--- src/rtl/uat_pkg.sv ---
// Shared types and constants of the undirected adjacency table.
`timescale 1ns / 1ps

package uat_pkg;

	localparam int COMMAND_W = 3;
	localparam int VERTEX_W = 4;
	localparam int COUNT_W = 5;
	localparam int ANSWER_W = 5;

	// vertex numbers that a command can name at all
	localparam int VERTEX_SPAN = 1 << VERTEX_W;
	localparam int COUNT_MAX = (1 << COUNT_W) - 1;

	localparam logic [COUNT_W-1:0] COUNT_RESET = 5'd16;

	localparam logic STATUS_OK = 1'b0;
	localparam logic STATUS_RANGE = 1'b1;

	typedef enum logic [COMMAND_W-1:0] {
		CMD_ADD_EDGE    = 3'd0,
		CMD_DELETE_EDGE = 3'd1,
		CMD_DISCONNECT  = 3'd2,
		CMD_MAX_DEGREE  = 3'd3,
		CMD_ADJACENT    = 3'd4,
		CMD_TWO_PATH    = 3'd5
	} command_t;

	typedef enum logic [2:0] {
		ST_IDLE,
		ST_READ_A,
		ST_ROW_A,
		ST_READ_B,
		ST_ROW_B,
		ST_SWEEP,
		ST_FINISH
	} state_t;

endpackage

--- src/rtl/uat_if.sv ---
// Channel interfaces of the undirected adjacency table: request, response, configuration.
`timescale 1ns / 1ps

interface uat_request_if;
	logic                         valid;
	logic                         ready;
	logic [uat_pkg::COMMAND_W-1:0] command;
	logic [uat_pkg::VERTEX_W-1:0]  first_vertex;
	logic [uat_pkg::VERTEX_W-1:0]  second_vertex;

	modport source (output valid, command, first_vertex, second_vertex, input ready);
	modport sink (input valid, command, first_vertex, second_vertex, output ready);
endinterface

interface uat_response_if;
	logic                         valid;
	logic                         ready;
	logic [uat_pkg::ANSWER_W-1:0] answer;
	logic                         status;

	modport source (output valid, answer, status, input ready);
	modport sink (input valid, answer, status, output ready);
endinterface

interface uat_cfg_if;
	logic                        valid;
	logic                        ready;
	logic [uat_pkg::COUNT_W-1:0] data;

	modport source (output valid, data, input ready);
	modport sink (input valid, data, output ready);
endinterface

--- src/rtl/uat_row_mem.sv ---
// Adjacency row memory: one write port, one registered read port, per-row valid bits.
`timescale 1ns / 1ps

module uat_row_mem #(
	parameter int ROWS = 16,
	parameter int AW = 4
) (
	input  logic            clk,
	input  logic            arst_n,
	input  logic            we,
	input  logic [AW-1:0]   waddr,
	input  logic [ROWS-1:0] wdata,
	input  logic [AW-1:0]   raddr,
	output logic [ROWS-1:0] rdata
);

	logic [ROWS-1:0] mem [ROWS];
	logic [ROWS-1:0] valid_q;
	logic [ROWS-1:0] rd_data_q;
	logic            rd_ok_q;

	always_ff @(posedge clk or negedge arst_n) begin
		if (!arst_n) begin
			valid_q <= '0;
			rd_ok_q <= 1'b0;
		end else begin
			rd_ok_q <= valid_q[raddr];
			if (we) begin
				valid_q[waddr] <= 1'b1;
			end
		end
	end

	always_ff @(posedge clk) begin
		rd_data_q <= mem[raddr];
		if (we) begin
			mem[waddr] <= wdata;
		end
	end

	// a row never written reads as empty
	assign rdata = rd_ok_q ? rd_data_q : '0;

endmodule

--- src/rtl/undirected_adjacency_table.sv ---
// Top level of the undirected adjacency table: sequencer, row datapath and result register.
//
//  channel   | dir | handshake        | word
//  ----------+-----+------------------+----------------------------------------
//  cfg       | in  | valid / ready    | data: vertex_count (5 b)
//  request   | in  | valid / ready    | command (3 b), first_vertex, second_vertex
//  response  | out | valid / ready    | answer (5 b), status (1 b)
//
// Add, delete and two-path read row a, then row b; adjacent reads row a only;
// disconnect walks all NV stored rows and max degree min(vertex_count, NV) rows;
// an out-of-range operand or unknown command goes straight to the finish state
// (NV = min(MAX_VERTICES, 16)). The row memory has one read port: one row per cycle.
// Request ready is high only while the sequencer is idle; a finished result
// waits in the response register while the next request is taken.
// Reset clears per-row valid bits at once, so no clearing pass is needed.
// Configuration writes are always taken (cfg.ready is tied high).
`timescale 1ns / 1ps

module undirected_adjacency_table #(
	parameter int MAX_VERTICES = 16
) (
	input  logic         clk,
	input  logic         arst_n,
	uat_cfg_if.sink      cfg,
	uat_request_if.sink  request,
	uat_response_if.source response
);

	// Vertices beyond the 4-bit vertex fields can never hold an edge, so the
	// store keeps only the rows and columns that commands can name.
	localparam int NV = (MAX_VERTICES < uat_pkg::VERTEX_SPAN) ? MAX_VERTICES
	                                                          : uat_pkg::VERTEX_SPAN;
	localparam int AW = $clog2(NV);
	localparam int CAP = (MAX_VERTICES < uat_pkg::COUNT_MAX) ? MAX_VERTICES
	                                                         : uat_pkg::COUNT_MAX;
	localparam int CW = uat_pkg::COUNT_W;
	localparam int ANW = uat_pkg::ANSWER_W;

	uat_pkg::state_t state_q, state_d;

	logic [CW-1:0]                  count_q;
	logic [uat_pkg::COMMAND_W-1:0]  cmd_q;
	logic [AW-1:0]                  a_q, b_q;
	logic [NV-1:0]                  hold_q;
	logic [CW-1:0]                  k_q;
	logic                           pend_q;
	logic [AW-1:0]                  pend_idx_q;
	logic [ANW-1:0]                 ans_q;
	logic                           stat_q;

	logic                           out_valid_q;
	logic [ANW-1:0]                 out_answer_q;
	logic                           out_status_q;

	logic [CW-1:0]   eff_count;
	logic [CW-1:0]   sweep_lim;
	logic [NV-1:0]   col_mask;
	logic [NV-1:0]   row;
	logic [ANW-1:0]  row_deg;
	logic            a_ok, b_ok, req_err;
	logic            in_ready;
	logic            accept;
	logic            finish_fire;

	logic            mem_we;
	logic [AW-1:0]   mem_waddr;
	logic [NV-1:0]   mem_wdata;
	logic [AW-1:0]   mem_raddr;

	uat_row_mem #(
		.ROWS (NV),
		.AW   (AW)
	) u_rows (
		.clk    (clk),
		.arst_n (arst_n),
		.we     (mem_we),
		.waddr  (mem_waddr),
		.wdata  (mem_wdata),
		.raddr  (mem_raddr),
		.rdata  (row)
	);

	// Clamp the configured count to capacity.
	assign eff_count = (count_q > CW'(CAP)) ? CW'(CAP) : count_q;

	// Only columns of vertices in use count toward degree and shared neighbors.
	always_comb begin
		for (int c = 0; c < NV; c++) begin
			col_mask[c] = (CW'(c) < eff_count);
		end
	end

	assign row_deg = ANW'($countones(row & col_mask));

	// Disconnect walks every stored row; max degree walks rows in use.
	assign sweep_lim = (cmd_q == uat_pkg::CMD_DISCONNECT) ? CW'(NV)
	                 : ((eff_count > CW'(NV)) ? CW'(NV) : eff_count);

	// Range check on the incoming word.
	assign a_ok = ({1'b0, request.first_vertex} < eff_count);
	assign b_ok = ({1'b0, request.second_vertex} < eff_count);

	always_comb begin
		unique case (request.command)
			uat_pkg::CMD_ADD_EDGE,
			uat_pkg::CMD_DELETE_EDGE,
			uat_pkg::CMD_ADJACENT,
			uat_pkg::CMD_TWO_PATH:   req_err = !(a_ok && b_ok);
			uat_pkg::CMD_DISCONNECT: req_err = !a_ok;
			default:                 req_err = 1'b0;
		endcase
	end

	assign accept = request.valid && in_ready;
	assign finish_fire = (state_q == uat_pkg::ST_FINISH) && (!out_valid_q || response.ready);

	// Next state.
	always_comb begin
		state_d = state_q;
		unique case (state_q)
			uat_pkg::ST_IDLE: begin
				if (request.valid) begin
					if (req_err) begin
						state_d = uat_pkg::ST_FINISH;
					end else begin
						unique case (request.command)
							uat_pkg::CMD_ADD_EDGE,
							uat_pkg::CMD_DELETE_EDGE,
							uat_pkg::CMD_ADJACENT,
							uat_pkg::CMD_TWO_PATH:   state_d = uat_pkg::ST_READ_A;
							uat_pkg::CMD_DISCONNECT,
							uat_pkg::CMD_MAX_DEGREE: state_d = uat_pkg::ST_SWEEP;
							default:                 state_d = uat_pkg::ST_FINISH;
						endcase
					end
				end
			end
			uat_pkg::ST_READ_A: state_d = uat_pkg::ST_ROW_A;
			uat_pkg::ST_ROW_A: begin
				state_d = (cmd_q == uat_pkg::CMD_ADJACENT) ? uat_pkg::ST_FINISH
				                                           : uat_pkg::ST_READ_B;
			end
			uat_pkg::ST_READ_B: state_d = uat_pkg::ST_ROW_B;
			uat_pkg::ST_ROW_B:  state_d = uat_pkg::ST_FINISH;
			uat_pkg::ST_SWEEP: begin
				if (k_q >= sweep_lim) begin
					state_d = uat_pkg::ST_FINISH;
				end
			end
			uat_pkg::ST_FINISH: begin
				if (!out_valid_q || response.ready) begin
					state_d = uat_pkg::ST_IDLE;
				end
			end
			default: state_d = uat_pkg::ST_IDLE;
		endcase
	end

	// Sequencer outputs: memory port and request ready.
	always_comb begin
		in_ready  = 1'b0;
		mem_raddr = a_q;
		mem_we    = 1'b0;
		mem_waddr = a_q;
		mem_wdata = row;
		unique case (state_q)
			uat_pkg::ST_IDLE: in_ready = 1'b1;
			uat_pkg::ST_READ_A: mem_raddr = a_q;
			uat_pkg::ST_ROW_A: begin
				// set or clear bit b of row a
				mem_waddr = a_q;
				if (cmd_q == uat_pkg::CMD_ADD_EDGE) begin
					mem_we    = 1'b1;
					mem_wdata = row | (NV'(1) << b_q);
				end else if (cmd_q == uat_pkg::CMD_DELETE_EDGE) begin
					mem_we    = 1'b1;
					mem_wdata = row & ~(NV'(1) << b_q);
				end
			end
			uat_pkg::ST_READ_B: mem_raddr = b_q;
			uat_pkg::ST_ROW_B: begin
				// mirror bit: a of row b (row b was read after row a was written)
				mem_waddr = b_q;
				if (cmd_q == uat_pkg::CMD_ADD_EDGE) begin
					mem_we    = 1'b1;
					mem_wdata = row | (NV'(1) << a_q);
				end else if (cmd_q == uat_pkg::CMD_DELETE_EDGE) begin
					mem_we    = 1'b1;
					mem_wdata = row & ~(NV'(1) << a_q);
				end
			end
			uat_pkg::ST_SWEEP: begin
				// read row k while, for disconnect, the row read last cycle is written back
				mem_raddr = k_q[AW-1:0];
				mem_waddr = pend_idx_q;
				if (pend_q && (cmd_q == uat_pkg::CMD_DISCONNECT)) begin
					mem_we    = 1'b1;
					mem_wdata = (pend_idx_q == a_q) ? '0 : (row & ~(NV'(1) << a_q));
				end
			end
			uat_pkg::ST_FINISH: in_ready = 1'b0;
			default: in_ready = 1'b0;
		endcase
	end

	assign request.ready = in_ready;
	assign cfg.ready     = 1'b1;

	// Control registers.
	always_ff @(posedge clk or negedge arst_n) begin
		if (!arst_n) begin
			state_q     <= uat_pkg::ST_IDLE;
			count_q     <= uat_pkg::COUNT_RESET;
			k_q         <= '0;
			pend_q      <= 1'b0;
			out_valid_q <= 1'b0;
		end else begin
			state_q <= state_d;
			if (cfg.valid) begin
				count_q <= cfg.data;
			end
			if (accept) begin
				k_q    <= '0;
				pend_q <= 1'b0;
			end else if (state_q == uat_pkg::ST_SWEEP) begin
				if (k_q < sweep_lim) begin
					k_q    <= k_q + CW'(1);
					pend_q <= 1'b1;
				end else begin
					pend_q <= 1'b0;
				end
			end
			if (finish_fire) begin
				out_valid_q <= 1'b1;
			end else if (response.ready) begin
				out_valid_q <= 1'b0;
			end
		end
	end

	// Payload registers.
	always_ff @(posedge clk) begin
		if (accept) begin
			cmd_q  <= request.command;
			a_q    <= request.first_vertex[AW-1:0];
			b_q    <= request.second_vertex[AW-1:0];
			ans_q  <= '0;
			stat_q <= req_err ? uat_pkg::STATUS_RANGE : uat_pkg::STATUS_OK;
		end
		unique case (state_q)
			uat_pkg::ST_ROW_A: begin
				if (cmd_q == uat_pkg::CMD_ADJACENT) begin
					ans_q <= ANW'(row[b_q]);
				end
				hold_q <= row;
			end
			uat_pkg::ST_ROW_B: begin
				if (cmd_q == uat_pkg::CMD_TWO_PATH) begin
					// direct edge, or a common neighbor in use
					ans_q <= ANW'(hold_q[b_q] | (|(hold_q & row & col_mask)));
				end
			end
			uat_pkg::ST_SWEEP: begin
				pend_idx_q <= k_q[AW-1:0];
				if (pend_q && (cmd_q == uat_pkg::CMD_MAX_DEGREE) && (row_deg > ans_q)) begin
					ans_q <= row_deg;
				end
			end
			default: begin
			end
		endcase
		if (finish_fire) begin
			out_answer_q <= ans_q;
			out_status_q <= stat_q;
		end
	end

	assign response.valid  = out_valid_q;
	assign response.answer = out_answer_q;
	assign response.status = out_status_q;

endmodule

--- src/flat_wrapper.sv ---
// flat-port wrapper written by rule: the top's interface ports become plain ports
module undirected_adjacency_table_flat 
#(
	parameter int MAX_VERTICES = 16
)
  (clk, arst_n, cfg_valid, cfg_data, cfg_ready, request_valid, request_command, request_first_vertex, request_second_vertex, request_ready, response_valid, response_answer, response_status, response_ready);
  uat_cfg_if cfg_i ();
  uat_request_if request_i ();
  uat_response_if response_i ();
  input  logic clk;
  input  logic arst_n;
  input wire logic [$bits(cfg_i.valid)-1:0] cfg_valid;
  input wire logic [$bits(cfg_i.data)-1:0] cfg_data;
  output wire logic [$bits(cfg_i.ready)-1:0] cfg_ready;
  input wire logic [$bits(request_i.valid)-1:0] request_valid;
  input wire logic [$bits(request_i.command)-1:0] request_command;
  input wire logic [$bits(request_i.first_vertex)-1:0] request_first_vertex;
  input wire logic [$bits(request_i.second_vertex)-1:0] request_second_vertex;
  output wire logic [$bits(request_i.ready)-1:0] request_ready;
  output wire logic [$bits(response_i.valid)-1:0] response_valid;
  output wire logic [$bits(response_i.answer)-1:0] response_answer;
  output wire logic [$bits(response_i.status)-1:0] response_status;
  input wire logic [$bits(response_i.ready)-1:0] response_ready;
  assign cfg_i.valid = cfg_valid;
  assign cfg_i.data = cfg_data;
  assign cfg_ready = cfg_i.ready;
  assign request_i.valid = request_valid;
  assign request_i.command = request_command;
  assign request_i.first_vertex = request_first_vertex;
  assign request_i.second_vertex = request_second_vertex;
  assign request_ready = request_i.ready;
  assign response_valid = response_i.valid;
  assign response_answer = response_i.answer;
  assign response_status = response_i.status;
  assign response_i.ready = response_ready;
  undirected_adjacency_table #(.MAX_VERTICES(MAX_VERTICES)) u_core (.clk(clk), .arst_n(arst_n), .cfg(cfg_i), .request(request_i), .response(response_i));
endmodule
--- config.mk ---
export PLATFORM = sky130hd
export DESIGN_NAME = undirected_adjacency_table_flat
export DESIGN_NICKNAME = d
export VERILOG_FILES = /design/src/rtl/uat_pkg.sv /design/src/rtl/uat_if.sv /design/src/rtl/uat_row_mem.sv /design/src/rtl/undirected_adjacency_table.sv /design/src/flat_wrapper.sv
export SDC_FILE = /design/constraint.sdc
export NUM_CORES = 1
export LEC_CHECK = 0
export ABC_AREA = 1
export BUFFER_PORTS_ARGS = -buffer_cell sky130_fd_sc_hd__buf_2
export CAP_MARGIN = 20
export CORE_MARGIN = 4
export CORE_UTILIZATION = 40
export CTS_CLUSTER_SIZE = 25
export DETAILED_ROUTE_END_ITERATION = 16
export PLACE_DENSITY = 0.53
export SYNTH_ARGS = -nofsm -noshare
export SYNTH_HDL_FRONTEND = slang
export SYNTH_SLANG_ARGS = --single-unit
--- constraint.sdc ---
create_clock -name clk -period 6.9 [get_ports clk]
set_input_delay 0.69 -clock clk [delete_from_list [all_inputs] [get_ports clk]]
set_output_delay 0.69 -clock clk [all_outputs]
set_load 0.1 [all_outputs]
==> reports/qor.txt <==
Fin Clk Skew = 0.0237 ns
Initial drt markers = 1,096
Delay-heaviest family, CP = adder cells
Routed Wire Length = 50,900 µm
Final ANT Viol Nets = 0
CTS tree = done
Core area = 43,000 µm²
Std-Cell Rows = 76
FMAX = 0.167 GHz
Drt wl/cell = 20.0 µm
Seq cells post-synth = 347
Number of distinct library cells after synthesis = 41
First-pass GRT wire length = 77,000 µm
Clock buffer depth = 3
R2R Path Start = u_core.count_q[4]$_DFFE_PN1P_
Fin nets = 1,993
Clock root cell = clkbuf_16
Crit-path max FO = 14
Most frequent cells in the layout = 496 x nand2_1, 323 x inv_1, 294 x edfxtp_1
Area after DPL = 18,100 µm²
Ys async rst share = 9.22%
Power Density = 416 nW/µm²
Pwr Total = 8060 µW
P&R area growth vs syn = 11.8%
Die ar. = 46,700 µm²
Setup CP Type = reg -> reg
Fill count = 4,218
Diode count = 0
Setup_tns = 0 ns
Worst Setup Start Kind = flip-flop
Placed cell count = 2,473
Post-synth top flop = edfxtp_1
Fin. Hold Viols = 0
VDD IR max = 0.000207 V
Worst Setup End Kind = flip-flop
Final Cycle Share = 86.7%
CTS clk-pin slew, worst paths = 0.06 ns
Synthesized area = 17,300 µm²
Fin cells = 2,545
Setup violators final = 0
Postcts setup bufs = 0
Die W = 216 µm
Slew headroom = 37.3%
Storage cell area = 10,100 µm²
GRT overflow = 0
Least-Margin Pin Slew = 0.935 ns
Total Routing Usage GR = 21.6%
Status = complete, no violations
Worst skew pair latency = 0.56 ns
Pleak = 0.00851 µW
Syn Nets = 1,976
Maxcap violations = 0
Max-slew violations = 0
Number of global-route vias before repair = 12,400
Most common cell after layout, fill and taps aside = nand2_1
Hold_buf cts = 0
Slowest CP cell = dfstp_2
CP bufs+invs = 6
Post-synth EDFFs = 294
Tightest Hold Check Type = in -> async
Area of the multi-input gates = 5750 µm²
Post-Syn Instances = 1,914
Pre-antenna DRT Iters = 6
Worst path required time = 7.34 ns
Unrepaired setup endpoints after global routing = false
Syn_area_per_cell = 9.06 µm²
Dpl hpwl = 31,400 µm
Fin util = 45.1%
WP data arrival = 6.42 ns
CTS resizes = 0
Initial antenna violation count = 0
CTS Buf Count = 40
Syn. warnings = 0
Initial core utilization = 40.3%
DRC violation count after routing = 0
Largest stage delay, worst path = 0.60 ns
Seq/Total Area, Yosys = 58.0%
Reg-to-reg setup timing slack = 0.92 ns
# H-tree levels = 2
Largest net degree at the start of global routing = 94
Die Span Y = 216 µm
Port Buf Inserts = 28
CTS Sinks = 347
Placer congestion estimate = 0.945
Fin crit period = 5.98 ns
R2r worst-path depth = 26
Io pins = 30
Reg2reg end = u_core.ans_q[1]$_DFF_P_
Drt via density = 5.10
Design area = 19,400 µm²
Share of layout cells above drive strength 1 = 7.09%
Vias = 13,000
## cells in the mapped netlist, types with 2 or more instances
master	n	area [µm²]
nand2_1	496	1860
inv_1	323	1210
edfxtp_1	294	8830
nand3_1	273	1370
nor2_1	112	420
o21ai_0	86	430
a21oi_1	35	175
nand3b_1	32	240
buf_2	31	155
dfrtp_1	31	776
clkbuf_1	30	113
ha_1	30	375
dfxtp_1	21	420
nand4_1	21	131
nor3_1	15	75.1
fa_1	11	220
o211ai_1	11	82.6
buf_4	10	75.1
buf_1	6	22.5
o22ai_1	6	37.5
xor2_1	5	43.8
clkinv_1	4	15.0
a21o_1	3	22.5
inv_2	3	11.3
nand2_2	3	18.8
o21ai_1	3	15.0
a21oi_2	2	17.5
and3_1	2	12.5
nand2_4	2	22.5
nor2_4	2	22.5
## power breakdown
| group | internal, µW | total [µW] | switching, µW |
|---|---|---|---|
| clock network | 1230 | 2070 | 846 |
| registers | 2760 | 2910 | 153 |
| logic | 814 | 3080 | 2270 |
## cell type report
type	instances	area share (%)
clock inverters	13	0.794
clock buffers	58	5.72
multi-input cells	1159	29.7
repair buffers	53	1.79
well taps	585	3.78
inverters	330	6.39
flip-flops and latches	347	51.9
## cells by family after synthesis
kind of cell / share of synthesized area, %
AOI/OAI and AO/OA: 4.86
xor gates and xnor gates: 0.253
adders and majority gates: 3.44
buffers and inverters: 9.32
DFF: 58.0
other: 0.0216
and+or+nand+nor: 24.1
## worst register-to-register path, stage by stage (launching register included)
cell and delay (ns):
dfstp_2 0.60, inv_1 0.22, nand2_1 0.25, nor2_1 0.12, nor3_1 0.25, ha_1 0.18, inv_1 0.05, fa_1 0.53
inv_1 0.05, fa_1 0.50, fa_1 0.54, inv_1 0.05, fa_1 0.52, inv_1 0.04, ha_1 0.22, fa_1 0.38
xor2_1 0.18, ha_1 0.27, nand2_1 0.05, inv_1 0.07, nand2_1 0.06, o211ai_1 0.21, nand2_1 0.18, nand2_1 0.11
nand2_1 0.07, nor2_1 0.09, o21ai_0 0.08
## how the worst max path moves through the flow
| stage | start | to | slack [ns] | cells after the start |
|---|---|---|---|---|
| after detailed placement | u_core.count_q[4]$_DFFE_PN1P_ | u_core.ans_q[1]$_DFF_P_ | 0.90 | 26 |
| after CTS | u_core.count_q[4]$_DFFE_PN1P_ | u_core.ans_q[1]$_DFF_P_ | 0.90 | 26 |
| final | u_core.count_q[4]$_DFFE_PN1P_ | u_core.ans_q[1]$_DFF_P_ | 0.92 | 26 |
| after global routing | u_core.count_q[4]$_DFFE_PN1P_ | u_core.ans_q[1]$_DFF_P_ | 0.46 | 26 |
| after global placement | u_core.count_q[4]$_DFFE_PN1P_ | u_core.ans_q[3]$_DFF_P_ | 0.99 | 24 |
| after floorplan | u_core.u_rows.rd_ok_q$_DFF_PN0_ | u_core.ans_q[1]$_DFF_P_ | 1.49 | 26 |
## per-stage QoR
step                      hold slack [ns]  setup WS [ns]
after floorplan                     0.394           1.49
after global placement              0.435          0.987
after detailed placement            0.419          0.902
after CTS                           0.239          0.901
after global routing                0.282          0.456
final                               0.221          0.919
## state kept, by name, summed over array words and instances (netlist names), 5 cells and up
signal                   count
u_core.k_q                   5
u_core.u_rows.rd_data_q     16
u_core.response.answer       5
u_core.hold_q               16
u_core.u_rows.valid_q       16
u_core.u_rows.mem          256
u_core.count_q               5
u_core.ans_q                 5
## routing by layer
layer / share of wire, % / routed length (µm) / vias to the layer above / GRT usage [%]
met1: 44 / 22600 / 6218 / 29.6
li1: - / - / 6292 / -
met3: 5.6 / 2860 / 83 / 3.01
met4: 3.1 / 1600 / 0 / 7.49
met5: 0 / 0 / - / 0
met2: 47 / 23800 / 392 / 35.5
No activity file was read; power rests on OpenSTA's default activity.
